**src/rtl/bsc_pkg.sv**
```systemverilog
// Shared types, widths and codes for the banker's safety check block.
`timescale 1ns / 1ps

package bsc_pkg;

  // Default sizing of the tables.
  localparam int unsigned DEF_MAX_PROCS     = 8;
  localparam int unsigned DEF_MAX_RESOURCES = 4;
  localparam int unsigned DEF_COUNT_BITS    = 8;

  // Fixed field widths of the beats.
  localparam int unsigned KIND_W      = 2;
  localparam int unsigned PROC_IDX_W  = 3;
  localparam int unsigned RES_IDX_W   = 2;
  localparam int unsigned AMOUNT_W    = 8;
  localparam int unsigned PROC_ID_W   = 3;
  localparam int unsigned IN_DATA_W   = 16;
  localparam int unsigned OUT_DATA_W  = 8;

  // Configuration port.
  localparam int unsigned CFG_IDX_W   = 2;
  localparam int unsigned CFG_DATA_W  = 4;
  localparam int unsigned PROCS_CFG_W = 4;
  localparam int unsigned RES_CFG_W   = 3;

  localparam logic [CFG_IDX_W-1:0]   CFG_PROCS   = 2'd0;
  localparam logic [CFG_IDX_W-1:0]   CFG_RES     = 2'd1;
  localparam logic [PROCS_CFG_W-1:0] PROCS_RESET = 4'd8;
  localparam logic [RES_CFG_W-1:0]   RES_RESET   = 3'd4;

  // Input beat kinds.
  typedef enum logic [KIND_W-1:0] {
    KIND_LOAD_ALLOC = 2'd0,
    KIND_LOAD_MAX   = 2'd1,
    KIND_LOAD_AVAIL = 2'd2,
    KIND_RUN        = 2'd3
  } kind_e;

  // Controller states.
  typedef enum logic [2:0] {
    S_IDLE,
    S_SEEK,
    S_READ,
    S_CMP,
    S_DECIDE,
    S_FINISH
  } state_e;

  // Commands from the controller to the datapath.
  typedef struct packed {
    logic load;
    logic init;
    logic new_pass;
    logic next_p;
    logic start_proc;
    logic compare;
    logic accept;
    logic finish;
  } bsc_cmd_t;

  // Status from the datapath to the controller.
  typedef struct packed {
    logic p_end;
    logic p_done;
    logic r_last;
    logic fits;
    logic all_done;
    logic progress;
    logic has_pending;
    logic out_free;
  } bsc_status_t;

endpackage

```
**src/rtl/bsc_ram.sv**
```systemverilog
// Generic simple dual-port RAM with one write port and a registered read port.
`timescale 1ns / 1ps

module bsc_ram #(
  parameter int unsigned WIDTH = 8,
  parameter int unsigned DEPTH = 32,
  localparam int unsigned AW = (DEPTH > 1) ? $clog2(DEPTH) : 1
) (
  input  logic             clk_i,
  input  logic             wr_en_i,
  input  logic [AW-1:0]    wr_addr_i,
  input  logic [WIDTH-1:0] wr_data_i,
  input  logic [AW-1:0]    rd_addr_i,
  output logic [WIDTH-1:0] rd_data_o
);

  logic [WIDTH-1:0] mem_q [DEPTH];
  logic [WIDTH-1:0] rd_data_q;

  // Write port.
  always_ff @(posedge clk_i) begin
    if (wr_en_i) begin
      mem_q[wr_addr_i] <= wr_data_i;
    end
  end

  // Registered read port.
  always_ff @(posedge clk_i) begin
    rd_data_q <= mem_q[rd_addr_i];
  end

  assign rd_data_o = rd_data_q;

endmodule

```
**src/rtl/bsc_ctrl.sv**
```systemverilog
// Controller state machine that sequences loads and the safety scan.
`timescale 1ns / 1ps

module bsc_ctrl import bsc_pkg::*; (
  input  logic        clk_i,
  input  logic        rst_ni,
  input  logic        in_valid_i,
  input  kind_e       in_kind_i,
  output logic        in_ready_o,
  input  bsc_status_t status_i,
  output bsc_cmd_t    cmd_o
);

  state_e state_q, state_d;

  // State register.
  always_ff @(posedge clk_i or negedge rst_ni) begin
    if (!rst_ni) begin
      state_q <= S_IDLE;
    end else begin
      state_q <= state_d;
    end
  end

  // Next state and commands.
  always_comb begin
    state_d    = state_q;
    cmd_o      = '0;
    in_ready_o = 1'b0;
    unique case (state_q)
      S_IDLE: begin
        in_ready_o = 1'b1;
        if (in_valid_i) begin
          if (in_kind_i == KIND_RUN) begin
            cmd_o.init = 1'b1;
            state_d    = S_SEEK;
          end else begin
            cmd_o.load = 1'b1;
          end
        end
      end
      S_SEEK: begin
        if (status_i.p_end) begin
          if (status_i.all_done || !status_i.progress) begin
            state_d = S_FINISH;
          end else begin
            cmd_o.new_pass = 1'b1;
          end
        end else if (status_i.p_done) begin
          cmd_o.next_p = 1'b1;
        end else begin
          cmd_o.start_proc = 1'b1;
          state_d          = S_READ;
        end
      end
      S_READ: begin
        // Table read for the current resource is in flight.
        state_d = S_CMP;
      end
      S_CMP: begin
        cmd_o.compare = 1'b1;
        state_d       = status_i.r_last ? S_DECIDE : S_READ;
      end
      S_DECIDE: begin
        if (!status_i.fits) begin
          cmd_o.next_p = 1'b1;
          state_d      = S_SEEK;
        end else if (!status_i.has_pending || status_i.out_free) begin
          cmd_o.accept = 1'b1;
          state_d      = S_SEEK;
        end
      end
      S_FINISH: begin
        if (status_i.out_free) begin
          cmd_o.finish = 1'b1;
          state_d      = S_IDLE;
        end
      end
      default: begin
        state_d = S_IDLE;
      end
    endcase
  end

endmodule

```
**src/rtl/bsc_datapath.sv**
```systemverilog
// Datapath: configuration, tables, work vector, scan counters and result register.
`timescale 1ns / 1ps

module bsc_datapath import bsc_pkg::*; #(
  parameter int unsigned MAX_PROCS     = DEF_MAX_PROCS,
  parameter int unsigned MAX_RESOURCES = DEF_MAX_RESOURCES,
  parameter int unsigned COUNT_BITS    = DEF_COUNT_BITS
) (
  input  logic                  clk_i,
  input  logic                  rst_ni,
  input  logic                  cfg_valid_i,
  input  logic [CFG_IDX_W-1:0]  cfg_index_i,
  input  logic [CFG_DATA_W-1:0] cfg_data_i,
  input  kind_e                 in_kind_i,
  input  logic [PROC_IDX_W-1:0] in_proc_i,
  input  logic [RES_IDX_W-1:0]  in_res_i,
  input  logic [AMOUNT_W-1:0]   in_amount_i,
  input  bsc_cmd_t              cmd_i,
  output bsc_status_t           status_o,
  output logic                  out_valid_o,
  input  logic                  out_ready_i,
  output logic [PROC_ID_W-1:0]  out_proc_id_o,
  output logic                  out_has_proc_o,
  output logic                  out_safe_o,
  output logic                  out_last_o
);

  localparam int unsigned PCNT_W = $clog2(MAX_PROCS + 1);
  localparam int unsigned PIDX_W = (MAX_PROCS > 1) ? $clog2(MAX_PROCS) : 1;
  localparam int unsigned RCNT_W = $clog2(MAX_RESOURCES + 1);
  localparam int unsigned RIDX_W = (MAX_RESOURCES > 1) ? $clog2(MAX_RESOURCES) : 1;
  localparam int unsigned DEPTH  = MAX_PROCS * MAX_RESOURCES;
  localparam int unsigned AW     = (DEPTH > 1) ? $clog2(DEPTH) : 1;
  localparam int unsigned WORK_W = COUNT_BITS + PCNT_W;

  logic [PROCS_CFG_W-1:0] procs_q;
  logic [RES_CFG_W-1:0]   res_q;
  logic [PCNT_W-1:0]      np;
  logic [RCNT_W-1:0]      nr;

  logic [COUNT_BITS-1:0]  amt;
  logic                   ld_ok;
  logic                   alloc_we, max_we, avail_we;
  logic [AW-1:0]          wr_addr, rd_addr;
  logic [COUNT_BITS-1:0]  a_rd, m_rd, a_val, m_val;
  logic [DEPTH-1:0]       alloc_vld_q, max_vld_q;
  logic                   a_vld_q, m_vld_q;

  logic [COUNT_BITS-1:0]  avail_q [MAX_RESOURCES];
  logic [WORK_W-1:0]      work_q  [MAX_RESOURCES];
  logic [COUNT_BITS-1:0]  abuf_q  [MAX_RESOURCES];
  logic [MAX_PROCS-1:0]   finished_q;
  logic [PCNT_W-1:0]      done_q, p_q;
  logic [PIDX_W-1:0]      p_idx;
  logic [RIDX_W-1:0]      r_q;
  logic                   fits_q, progress_q;
  logic                   pend_valid_q;
  logic [PROC_ID_W-1:0]   pend_id_q;
  logic [WORK_W:0]        sum;
  logic                   no_fit;
  logic                   all_done, out_free, push;

  logic                   out_valid_q;
  logic [PROC_ID_W-1:0]   out_id_q;
  logic                   out_has_q, out_safe_q, out_last_q;

  // Configuration registers; the user writes them only when idle; not enforced.
  always_ff @(posedge clk_i or negedge rst_ni) begin
    if (!rst_ni) begin
      procs_q <= PROCS_RESET;
      res_q   <= RES_RESET;
    end else if (cfg_valid_i) begin
      unique case (cfg_index_i)
        CFG_PROCS: procs_q <= cfg_data_i[PROCS_CFG_W-1:0];
        CFG_RES:   res_q   <= cfg_data_i[RES_CFG_W-1:0];
        default: ;
      endcase
    end
  end

  // Counts in use, saturated to one and to the table size.
  always_comb begin
    if (procs_q == '0) begin
      np = PCNT_W'(1);
    end else if (int'(procs_q) > MAX_PROCS) begin
      np = PCNT_W'(MAX_PROCS);
    end else begin
      np = PCNT_W'(procs_q);
    end
    if (res_q == '0) begin
      nr = RCNT_W'(1);
    end else if (int'(res_q) > MAX_RESOURCES) begin
      nr = RCNT_W'(MAX_RESOURCES);
    end else begin
      nr = RCNT_W'(res_q);
    end
  end

  // Load decode; entries outside the tables are dropped.
  assign amt      = COUNT_BITS'(in_amount_i);
  assign ld_ok    = (int'(in_proc_i) < MAX_PROCS) && (int'(in_res_i) < MAX_RESOURCES);
  assign alloc_we = cmd_i.load && (in_kind_i == KIND_LOAD_ALLOC) && ld_ok;
  assign max_we   = cmd_i.load && (in_kind_i == KIND_LOAD_MAX) && ld_ok;
  assign avail_we = cmd_i.load && (in_kind_i == KIND_LOAD_AVAIL) &&
                    (int'(in_res_i) < MAX_RESOURCES);
  assign wr_addr  = AW'(int'(in_proc_i) * MAX_RESOURCES + int'(in_res_i));

  // Scan address of the current process and resource.
  assign p_idx   = p_q[PIDX_W-1:0];
  assign rd_addr = AW'(int'(p_idx) * MAX_RESOURCES + int'(r_q));

  bsc_ram #(
    .WIDTH (COUNT_BITS),
    .DEPTH (DEPTH)
  ) u_alloc_ram (
    .clk_i     (clk_i),
    .wr_en_i   (alloc_we),
    .wr_addr_i (wr_addr),
    .wr_data_i (amt),
    .rd_addr_i (rd_addr),
    .rd_data_o (a_rd)
  );

  bsc_ram #(
    .WIDTH (COUNT_BITS),
    .DEPTH (DEPTH)
  ) u_max_ram (
    .clk_i     (clk_i),
    .wr_en_i   (max_we),
    .wr_addr_i (wr_addr),
    .wr_data_i (amt),
    .rd_addr_i (rd_addr),
    .rd_data_o (m_rd)
  );

  // Written marks; an entry never written reads as zero.
  always_ff @(posedge clk_i or negedge rst_ni) begin
    if (!rst_ni) begin
      alloc_vld_q <= '0;
      max_vld_q   <= '0;
      a_vld_q     <= 1'b0;
      m_vld_q     <= 1'b0;
    end else begin
      if (alloc_we) begin
        alloc_vld_q[wr_addr] <= 1'b1;
      end
      if (max_we) begin
        max_vld_q[wr_addr] <= 1'b1;
      end
      a_vld_q <= alloc_vld_q[rd_addr];
      m_vld_q <= max_vld_q[rd_addr];
    end
  end

  assign a_val = a_vld_q ? a_rd : '0;
  assign m_val = m_vld_q ? m_rd : '0;

  // Need fits when max <= work + alloc for this resource.
  assign sum    = (WORK_W + 1)'(work_q[r_q]) + (WORK_W + 1)'(a_val);
  assign no_fit = (WORK_W + 1)'(m_val) > sum;

  assign all_done = (done_q == np);
  assign out_free = !out_valid_q || out_ready_i;
  assign push     = (cmd_i.accept && pend_valid_q) || cmd_i.finish;

  // Available vector, work vector and scan state.
  always_ff @(posedge clk_i or negedge rst_ni) begin
    if (!rst_ni) begin
      for (int i = 0; i < MAX_RESOURCES; i++) begin
        avail_q[i] <= '0;
        work_q[i]  <= '0;
      end
      finished_q   <= '0;
      done_q       <= '0;
      p_q          <= '0;
      r_q          <= '0;
      fits_q       <= 1'b0;
      progress_q   <= 1'b0;
      pend_valid_q <= 1'b0;
    end else begin
      if (avail_we) begin
        avail_q[RIDX_W'(in_res_i)] <= amt;
      end
      if (cmd_i.init) begin
        for (int i = 0; i < MAX_RESOURCES; i++) begin
          work_q[i] <= WORK_W'(avail_q[i]);
        end
        finished_q   <= '0;
        done_q       <= '0;
        p_q          <= '0;
        progress_q   <= 1'b0;
        pend_valid_q <= 1'b0;
      end
      if (cmd_i.new_pass) begin
        p_q        <= '0;
        progress_q <= 1'b0;
      end
      if (cmd_i.next_p) begin
        p_q <= p_q + 1'b1;
      end
      if (cmd_i.start_proc) begin
        r_q    <= '0;
        fits_q <= 1'b1;
      end
      if (cmd_i.compare) begin
        r_q <= r_q + 1'b1;
        if (no_fit) begin
          fits_q <= 1'b0;
        end
      end
      if (cmd_i.accept) begin
        for (int i = 0; i < MAX_RESOURCES; i++) begin
          if (i < int'(nr)) begin
            work_q[i] <= work_q[i] + WORK_W'(abuf_q[i]);
          end
        end
        finished_q[p_idx] <= 1'b1;
        done_q            <= done_q + 1'b1;
        progress_q        <= 1'b1;
        pend_valid_q      <= 1'b1;
        p_q               <= p_q + 1'b1;
      end
    end
  end

  // Allocation row of the process under test, kept for the work update.
  always_ff @(posedge clk_i) begin
    if (cmd_i.compare) begin
      abuf_q[r_q] <= a_val;
    end
    if (cmd_i.accept) begin
      pend_id_q <= PROC_ID_W'(p_q);
    end
  end

  // Result register; the newest accepted process is held back until the
  // next one shows whether it was the last.
  always_ff @(posedge clk_i or negedge rst_ni) begin
    if (!rst_ni) begin
      out_valid_q <= 1'b0;
    end else if (push) begin
      out_valid_q <= 1'b1;
    end else if (out_ready_i) begin
      out_valid_q <= 1'b0;
    end
  end

  always_ff @(posedge clk_i) begin
    if (cmd_i.finish) begin
      out_id_q   <= pend_valid_q ? pend_id_q : '0;
      out_has_q  <= pend_valid_q;
      out_safe_q <= pend_valid_q && all_done;
      out_last_q <= 1'b1;
    end else if (cmd_i.accept && pend_valid_q) begin
      out_id_q   <= pend_id_q;
      out_has_q  <= 1'b1;
      out_safe_q <= 1'b0;
      out_last_q <= 1'b0;
    end
  end

  assign status_o.p_end       = (p_q == np);
  assign status_o.p_done      = finished_q[p_idx];
  assign status_o.r_last      = (RCNT_W'(r_q) == (nr - RCNT_W'(1)));
  assign status_o.fits        = fits_q;
  assign status_o.all_done    = all_done;
  assign status_o.progress    = progress_q;
  assign status_o.has_pending = pend_valid_q;
  assign status_o.out_free    = out_free;

  assign out_valid_o    = out_valid_q;
  assign out_proc_id_o  = out_id_q;
  assign out_has_proc_o = out_has_q;
  assign out_safe_o     = out_safe_q;
  assign out_last_o     = out_last_q;

endmodule

```
**src/rtl/banker_safety_check_top.sv**
```systemverilog
// Top level of the banker's algorithm safety check block.
//
//  channel  direction  payload
//  s_axis   in         tuser: kind[1:0]; tdata: proc_index, res_index, amount
//  m_axis   out        tdata: proc_id, has_proc, safe; tlast: last of a run
//  cfg      in         cfg_index_i selects the register, cfg_data_i is the value
//
// For every unfinished process examined, a run beat reads and compares one
// resource at a time through the single read port of each table and then
// decides; finished processes are skipped. A new pass starts when the last
// one made progress and some process is still unfinished. Reset is
// asynchronous and needs no clearing pass. While a result waits on m_axis
// the scan stalls only when it has another result to hand over.
`timescale 1ns / 1ps

module banker_safety_check_top import bsc_pkg::*; #(
  parameter int unsigned MAX_PROCS     = DEF_MAX_PROCS,
  parameter int unsigned MAX_RESOURCES = DEF_MAX_RESOURCES,
  parameter int unsigned COUNT_BITS    = DEF_COUNT_BITS
) (
  input  logic                  clk_i,
  input  logic                  rst_ni,
  input  logic                  s_axis_tvalid,
  output logic                  s_axis_tready,
  // proc_index[2:0], res_index[4:3], amount[12:5], zero[15:13]
  input  logic [IN_DATA_W-1:0]  s_axis_tdata,
  // kind[1:0]
  input  logic [KIND_W-1:0]     s_axis_tuser,
  output logic                  m_axis_tvalid,
  input  logic                  m_axis_tready,
  // proc_id[2:0], has_proc[3], safe[4], zero[7:5]
  output logic [OUT_DATA_W-1:0] m_axis_tdata,
  output logic                  m_axis_tlast,
  input  logic                  cfg_valid_i,
  output logic                  cfg_ready_o,
  input  logic [CFG_IDX_W-1:0]  cfg_index_i,
  input  logic [CFG_DATA_W-1:0] cfg_data_i
);

  bsc_cmd_t             cmd;
  bsc_status_t          status;
  kind_e                in_kind;
  logic [PROC_ID_W-1:0] out_proc_id;
  logic                 out_has_proc, out_safe;

  assign in_kind     = kind_e'(s_axis_tuser);
  assign cfg_ready_o = 1'b1;

  bsc_ctrl u_ctrl (
    .clk_i      (clk_i),
    .rst_ni     (rst_ni),
    .in_valid_i (s_axis_tvalid),
    .in_kind_i  (in_kind),
    .in_ready_o (s_axis_tready),
    .status_i   (status),
    .cmd_o      (cmd)
  );

  bsc_datapath #(
    .MAX_PROCS     (MAX_PROCS),
    .MAX_RESOURCES (MAX_RESOURCES),
    .COUNT_BITS    (COUNT_BITS)
  ) u_datapath (
    .clk_i          (clk_i),
    .rst_ni         (rst_ni),
    .cfg_valid_i    (cfg_valid_i),
    .cfg_index_i    (cfg_index_i),
    .cfg_data_i     (cfg_data_i),
    .in_kind_i      (in_kind),
    .in_proc_i      (s_axis_tdata[2:0]),
    .in_res_i       (s_axis_tdata[4:3]),
    .in_amount_i    (s_axis_tdata[12:5]),
    .cmd_i          (cmd),
    .status_o       (status),
    .out_valid_o    (m_axis_tvalid),
    .out_ready_i    (m_axis_tready),
    .out_proc_id_o  (out_proc_id),
    .out_has_proc_o (out_has_proc),
    .out_safe_o     (out_safe),
    .out_last_o     (m_axis_tlast)
  );

  assign m_axis_tdata = {3'b000, out_safe, out_has_proc, out_proc_id};

`ifndef SYNTHESIS
  // The controller issues at most one command per cycle.
  a_cmd_onehot: assert property (@(posedge clk_i) disable iff (!rst_ni)
    $onehot0(cmd))
    else $error("controller issued overlapping commands");

  // Only a process whose need fitted is accepted.
  a_accept_fits: assert property (@(posedge clk_i) disable iff (!rst_ni)
    cmd.accept |-> status.fits)
    else $error("process accepted without fitting");

  // A result is never written over one that is still waiting.
  a_push_free: assert property (@(posedge clk_i) disable iff (!rst_ni)
    ((cmd.accept && status.has_pending) || cmd.finish) |-> status.out_free)
    else $error("result register overwritten");

  // A safe verdict always names a process.
  a_safe_has_proc: assert property (@(posedge clk_i) disable iff (!rst_ni)
    (m_axis_tvalid && m_axis_tdata[4]) |-> (m_axis_tlast && m_axis_tdata[3]))
    else $error("safe result without a process");
`endif

endmodule

```
**config.mk**
```make
export PLATFORM = sky130hd
export DESIGN_NAME = banker_safety_check_top
export DESIGN_NICKNAME = d
export VERILOG_FILES = /design/src/rtl/bsc_pkg.sv /design/src/rtl/bsc_ram.sv /design/src/rtl/bsc_ctrl.sv /design/src/rtl/bsc_datapath.sv /design/src/rtl/banker_safety_check_top.sv
export SDC_FILE = /design/constraint.sdc
export NUM_CORES = 1
export LEC_CHECK = 0
export ABC_AREA = 1
export BUFFER_PORTS_ARGS = -buffer_cell sky130_fd_sc_hd__buf_2
export CAP_MARGIN = 20
export CORE_ASPECT_RATIO = 0.6
export CORE_MARGIN = 5
export CORE_UTILIZATION = 65
export CTS_BUF_LIST = sky130_fd_sc_hd__clkbuf_4 sky130_fd_sc_hd__clkbuf_8
export CTS_CLUSTER_SIZE = 28
export DETAILED_ROUTE_END_ITERATION = 8
export PLACE_DENSITY = 0.8
export SYNTH_ARGS = -nofsm -noshare
export SYNTH_HDL_FRONTEND = slang
export SYNTH_SLANG_ARGS = --single-unit
```
**constraint.sdc**
```tcl
create_clock -name clk_i -period 10.1 [get_ports clk_i]
set_input_delay 0.505 -clock clk_i [delete_from_list [all_inputs] [get_ports clk_i]]
set_output_delay 0.505 -clock clk_i [all_outputs]
set_load 0.01 [all_outputs]
```
==> flow_summary_export.csv <==
group,metric,value,unit
timing,worst-slew-pin-transition,1.214,ns
layout,syn_to_final_growth,8.606,%
timing,timing_hold_violations_final,0,
timing,fin_crit_sh,42.95,%
setup_path,highest_fanout_seen_on_the_critical_path,75,
die,dieWidth,297.9,um
power,switching_share,37.51,%
yosys,avgSynthCellArea,10.99,um2
clocking,insertion_delay,0.71,ns
layout,fillers,3284,
global_route,global_route.overflow_total,0,
yosys,synth.most_common_cell,"edfxtp_1",
min_path,hold_start,"cfg_data_i[2]",
routing,drt_first_iter_violations,3822,
clocking,cts_root_buf,"clkbuf_8",
yosys,postSynthRegisterBits,747,
power,power_frac_seq,41.1,%
timing,grt_setup_unrepaired,"false",
min_path,sink_of_the_worst_hold_path,"u_datapath.res_q[2]$_DFFE_PN1P_",
routing,viasPerCell,6.410,
yosys,synth_area,32330,um2
clocking,cts-buffers-inserted,101,
routing,number_of_iterations_in_the_first_detailed_routing_pass,6,
placement,io_buffers,33,
yosys,synth.distinct_cells,50,
yosys,synth-warning-count,0,
setup_path,rrSetupSlack,5.76,ns
setup_path,worstSetupEndpointType,"register",
die,io_pins,41,
setup_path,crit_path_top_delay_cell,"buf_4",
global_route,grt_usage,32.06,%
placement,gp_congestion,0.9381,
routing,drt_wl_total,88.25,mm
die,initial_core_util,65.63,%
yosys,yosys.area.top_type,"edfxtp_1",
yosys,syn_inst,2941,
routing,drtAntennaViolNets,0,
timing,final.hold.worst_slack,0.08455,ns
setup_path,critPathBufInv,5,
min_path,hold_class,"in2reg",
setup_path,worstReg2RegEnd,"u_datapath.fits_q$_DFF_PN0_",
setup_path,worst_r2r_path_depth,20,
setup_path,cp.arrival,4.93,ns
die,die_area,54450,um2
yosys,synth.yosys.seq_area_share,66.10,%
setup_path,worstReg2RegStart,"u_datapath.r_q[1]$_DFFE_PN0P_",
yosys,dominant_cells_by_area_after_synthesis,"edfxtp_1 51%, dfrtp_1 14%, o21ai_0 6.8%, nor2_1 5.0%, nand2_1 4.5%",
clocking,resize_count_post_cts,0,
timing,final-max-slew-violation-count,0,
timing,setup_total_negative_slack,0,ns
routing,drc,0,
timing,maxClockFrequency,230.6,MHz
global_route,initial_antenna_violation_count,7,
yosys,yosysTopAreaCellShare,51.26,%
timing,timing.slew.headroom,18.79,%
run_status,result_of_the_run,"finished clean",
setup_path,critical_path_class,"reg2reg",
setup_path,cp_data_required_time,10.69,ns
routing,avgRoutedWirePerCell,23.86,um
yosys,postSynth.asyncResetShare,23.83,%
timing,setup_viol,0,
setup_path,path_cells,"buf_4 -> inv_4 -> a32oi_1 -> inv_1 -> fa_1 -> o21ai_0 -> nand2_1 -> nand2_1 -> xnor2_1 -> ha_1 -> nand2_1 -> inv_1 -> nand4_1 -> nand2_1 -> nor2_1 -> nand2_1 -> nor2_1 -> nand3_1 -> nand2_1 -> inv_1",
power,vdd.ir_drop.worst,0.4073,mV
setup_path,cpPeakStageDelay,0.70,ns
setup_path,cpMostUsedCell,"nand2_1",
timing,finalCriticalPeriod,4.337,ns
yosys,number_of_enable_type_register_cells_in_the_synthesized_netlist,552,
die,die_height,182.8,um
flow_run,drv_cap,0,
clocking,cts.clk_slew.worst_paths,0.07,ns
clocking,cts_tree,"yes",
global_route,first_pass_grt_wire_length,133.2,mm
yosys,netlist_top_cells_count,"552 x edfxtp_1, 439 x o21ai_0, 427 x nor2_1",
power,power.share.clock,26.7,%
clocking,max-clock-path-buffers,3,
die,coreArea,49270,um2
die,num_rows,63,
power,p_int,0.005849,W
placement,dp_hpwl,55.31,mm
clocking,cts.htree.levels,3,
setup_path,critical_path.startpoint_type,"register",
power,switchingPower,0.003511,W
min_path,worst_hold_path.num_cells,3,
layout,final_net_count,3048,
clocking,clock_sinks,747,
power,power_per_cell_area,266.5,nW/um2
timing,clock-skew-final,0.03796,ns
global_route,maximum_number_of_pins_on_one_net_before_global_route_repair,224,
layout,layout-drive-gt1-share,10.24,%
yosys,synth_top_flop_cell,"edfxtp_1",
setup_path,critical_path.top_delay_family,"buffers and inverters",
routing,via_count,23710,
power,power.share.combinational,32.2,%
power,power.static_leakage,13.48,nW
global_route,via_count_of_the_first_global_routing_pass,22400,
what timing repair did:
action | CTS | global route
setup buffers | 0 | 0
hold buffers | 2 | 0
endpoints found under the hold margin | 98 | 0
per-layer routing:
layer  vias up  part of all wire (%)  track usage (%)  routed length (um)
met4         4                   1.9            7.459                1720
met1     11410                    41            49.02               36140
met5         -                 0.027                0                  24
met2      1679                    41            44.09               36000
met3       164                    16            12.33               14360
li1      10450                     -                -                   -
how the worst max path moves through the flow:
| stage | cells after the start | from | endpoint |
|---|---|---|---|
| after floorplan | 25 | u_datapath.r_q[0]$_DFFE_PN0P_ | u_datapath.fits_q$_DFF_PN0_ |
| after global routing | 20 | u_datapath.r_q[1]$_DFFE_PN0P_ | u_datapath.fits_q$_DFF_PN0_ |
| final | 20 | u_datapath.r_q[1]$_DFFE_PN0P_ | u_datapath.fits_q$_DFF_PN0_ |
| after global placement | 20 | u_datapath.r_q[1]$_DFFE_PN0P_ | u_datapath.fits_q$_DFF_PN0_ |
| after CTS | 20 | u_datapath.r_q[1]$_DFFE_PN0P_ | u_datapath.fits_q$_DFF_PN0_ |
| after detailed placement | 20 | u_datapath.r_q[1]$_DFFE_PN0P_ | u_datapath.fits_q$_DFF_PN0_ |
layout by cell type, fill, tap and decap left out, types with 9 or more instances in the layout:
master / instances
ha_1: 56
clkinv_1: 9
edfxtp_1: 552
xnor2_1: 14
nor2_2: 16
a21oi_1: 92
nand3_1: 72
clkinv_2: 10
o211ai_1: 12
nand2_1: 391
nor3_1: 20
or2_2: 27
o21ai_0: 439
dfxtp_1: 17
a22o_1: 52
buf_2: 32
nand4_1: 20
clkbuf_8: 121
o22ai_1: 138
xor2_1: 14
dfrtp_1: 174
or2_1: 18
nor2_1: 427
buf_4: 29
clkbuf_4: 43
inv_1: 154
inv_2: 9
o21ai_1: 11
cell families (layout without fill, tap and decap cells):
kind of cell | after synthesis | after routing | synth area share (%)
AND/OR/NAND/NOR | 1002 | 1002 | 12.78
AO/OA/AOI/OAI | 777 | 777 | 13.51
flip-flops | 747 | 747 | 66.10
buffers and inverters | 320 | 423 | 4.229
adder cells (fa/ha/maj) | 61 | 61 | 2.476
XOR/XNOR | 28 | 28 | 0.7584
multiplexers | 4 | 4 | 0.1238
other | 2 | 6 | 0.02323
flip-flops by register name (all words and copies together) (netlist names), 2 cells and up:
register	count
u_ctrl.state_q	3
u_datapath.abuf_q	32
u_datapath.alloc_vld_q	32
u_datapath.avail_q	32
u_datapath.done_q	4
u_datapath.finished_q	8
u_datapath.max_vld_q	32
u_datapath.out_proc_id_o	3
u_datapath.p_q	4
u_datapath.pend_id_q	3
u_datapath.procs_q	4
u_datapath.r_q	2
u_datapath.res_q	3
u_datapath.u_alloc_ram.mem_q	256
u_datapath.u_alloc_ram.rd_data_o	8
u_datapath.u_max_ram.mem_q	256
u_datapath.u_max_ram.rd_data_o	8
u_datapath.work_q	48
power groups by stage:
stage          sequential [W]  combinational [W]  clock, W
2_1_floorplan         0.00374            0.00208         0
3_3_place_gp          0.00387            0.00278         0
3_5_place_dp          0.00388            0.00289         0
4_1_cts               0.00382            0.00292   0.00250
5_1_grt               0.00386            0.00330   0.00265
6_report              0.00384            0.00301   0.00250
final cells by class:
type                    count  area (um2)  area share, %
flip-flops and latches    747       21380          60.88
multi-input cells        1876        9608          27.36
clock buffers             163        1974          5.622
well taps                 650       813.3          2.316
inverters                 166       633.1          1.803
repair buffers             66       442.9          1.261
clock inverters            28       260.3         0.7411
diodes                      2       5.005        0.01425
tightest hold or removal path, delay by kind of cell:
family	cells	cell delay (ns)
AOI/OAI and AO/OA	1	0.10
buffers and inverters	2	0.16
metrics by stage:
step	cells	utilization (%)	instance area [um2]	total power, W	setup WS (ns)
2_1_floorplan	2943	-	32340	0.005822	6.627
5_1_grt	3698	71.28	35120	0.009814	5.478
4_1_cts	3694	71.24	35100	0.009241	5.846
3_3_place_gp	3500	66.64	32830	0.006653	5.931
6_report	3698	71.28	35120	0.009360	5.763
3_5_place_dp	3501	66.66	32840	0.006773	5.904
No activity file was read; power rests on OpenSTA's default activity.
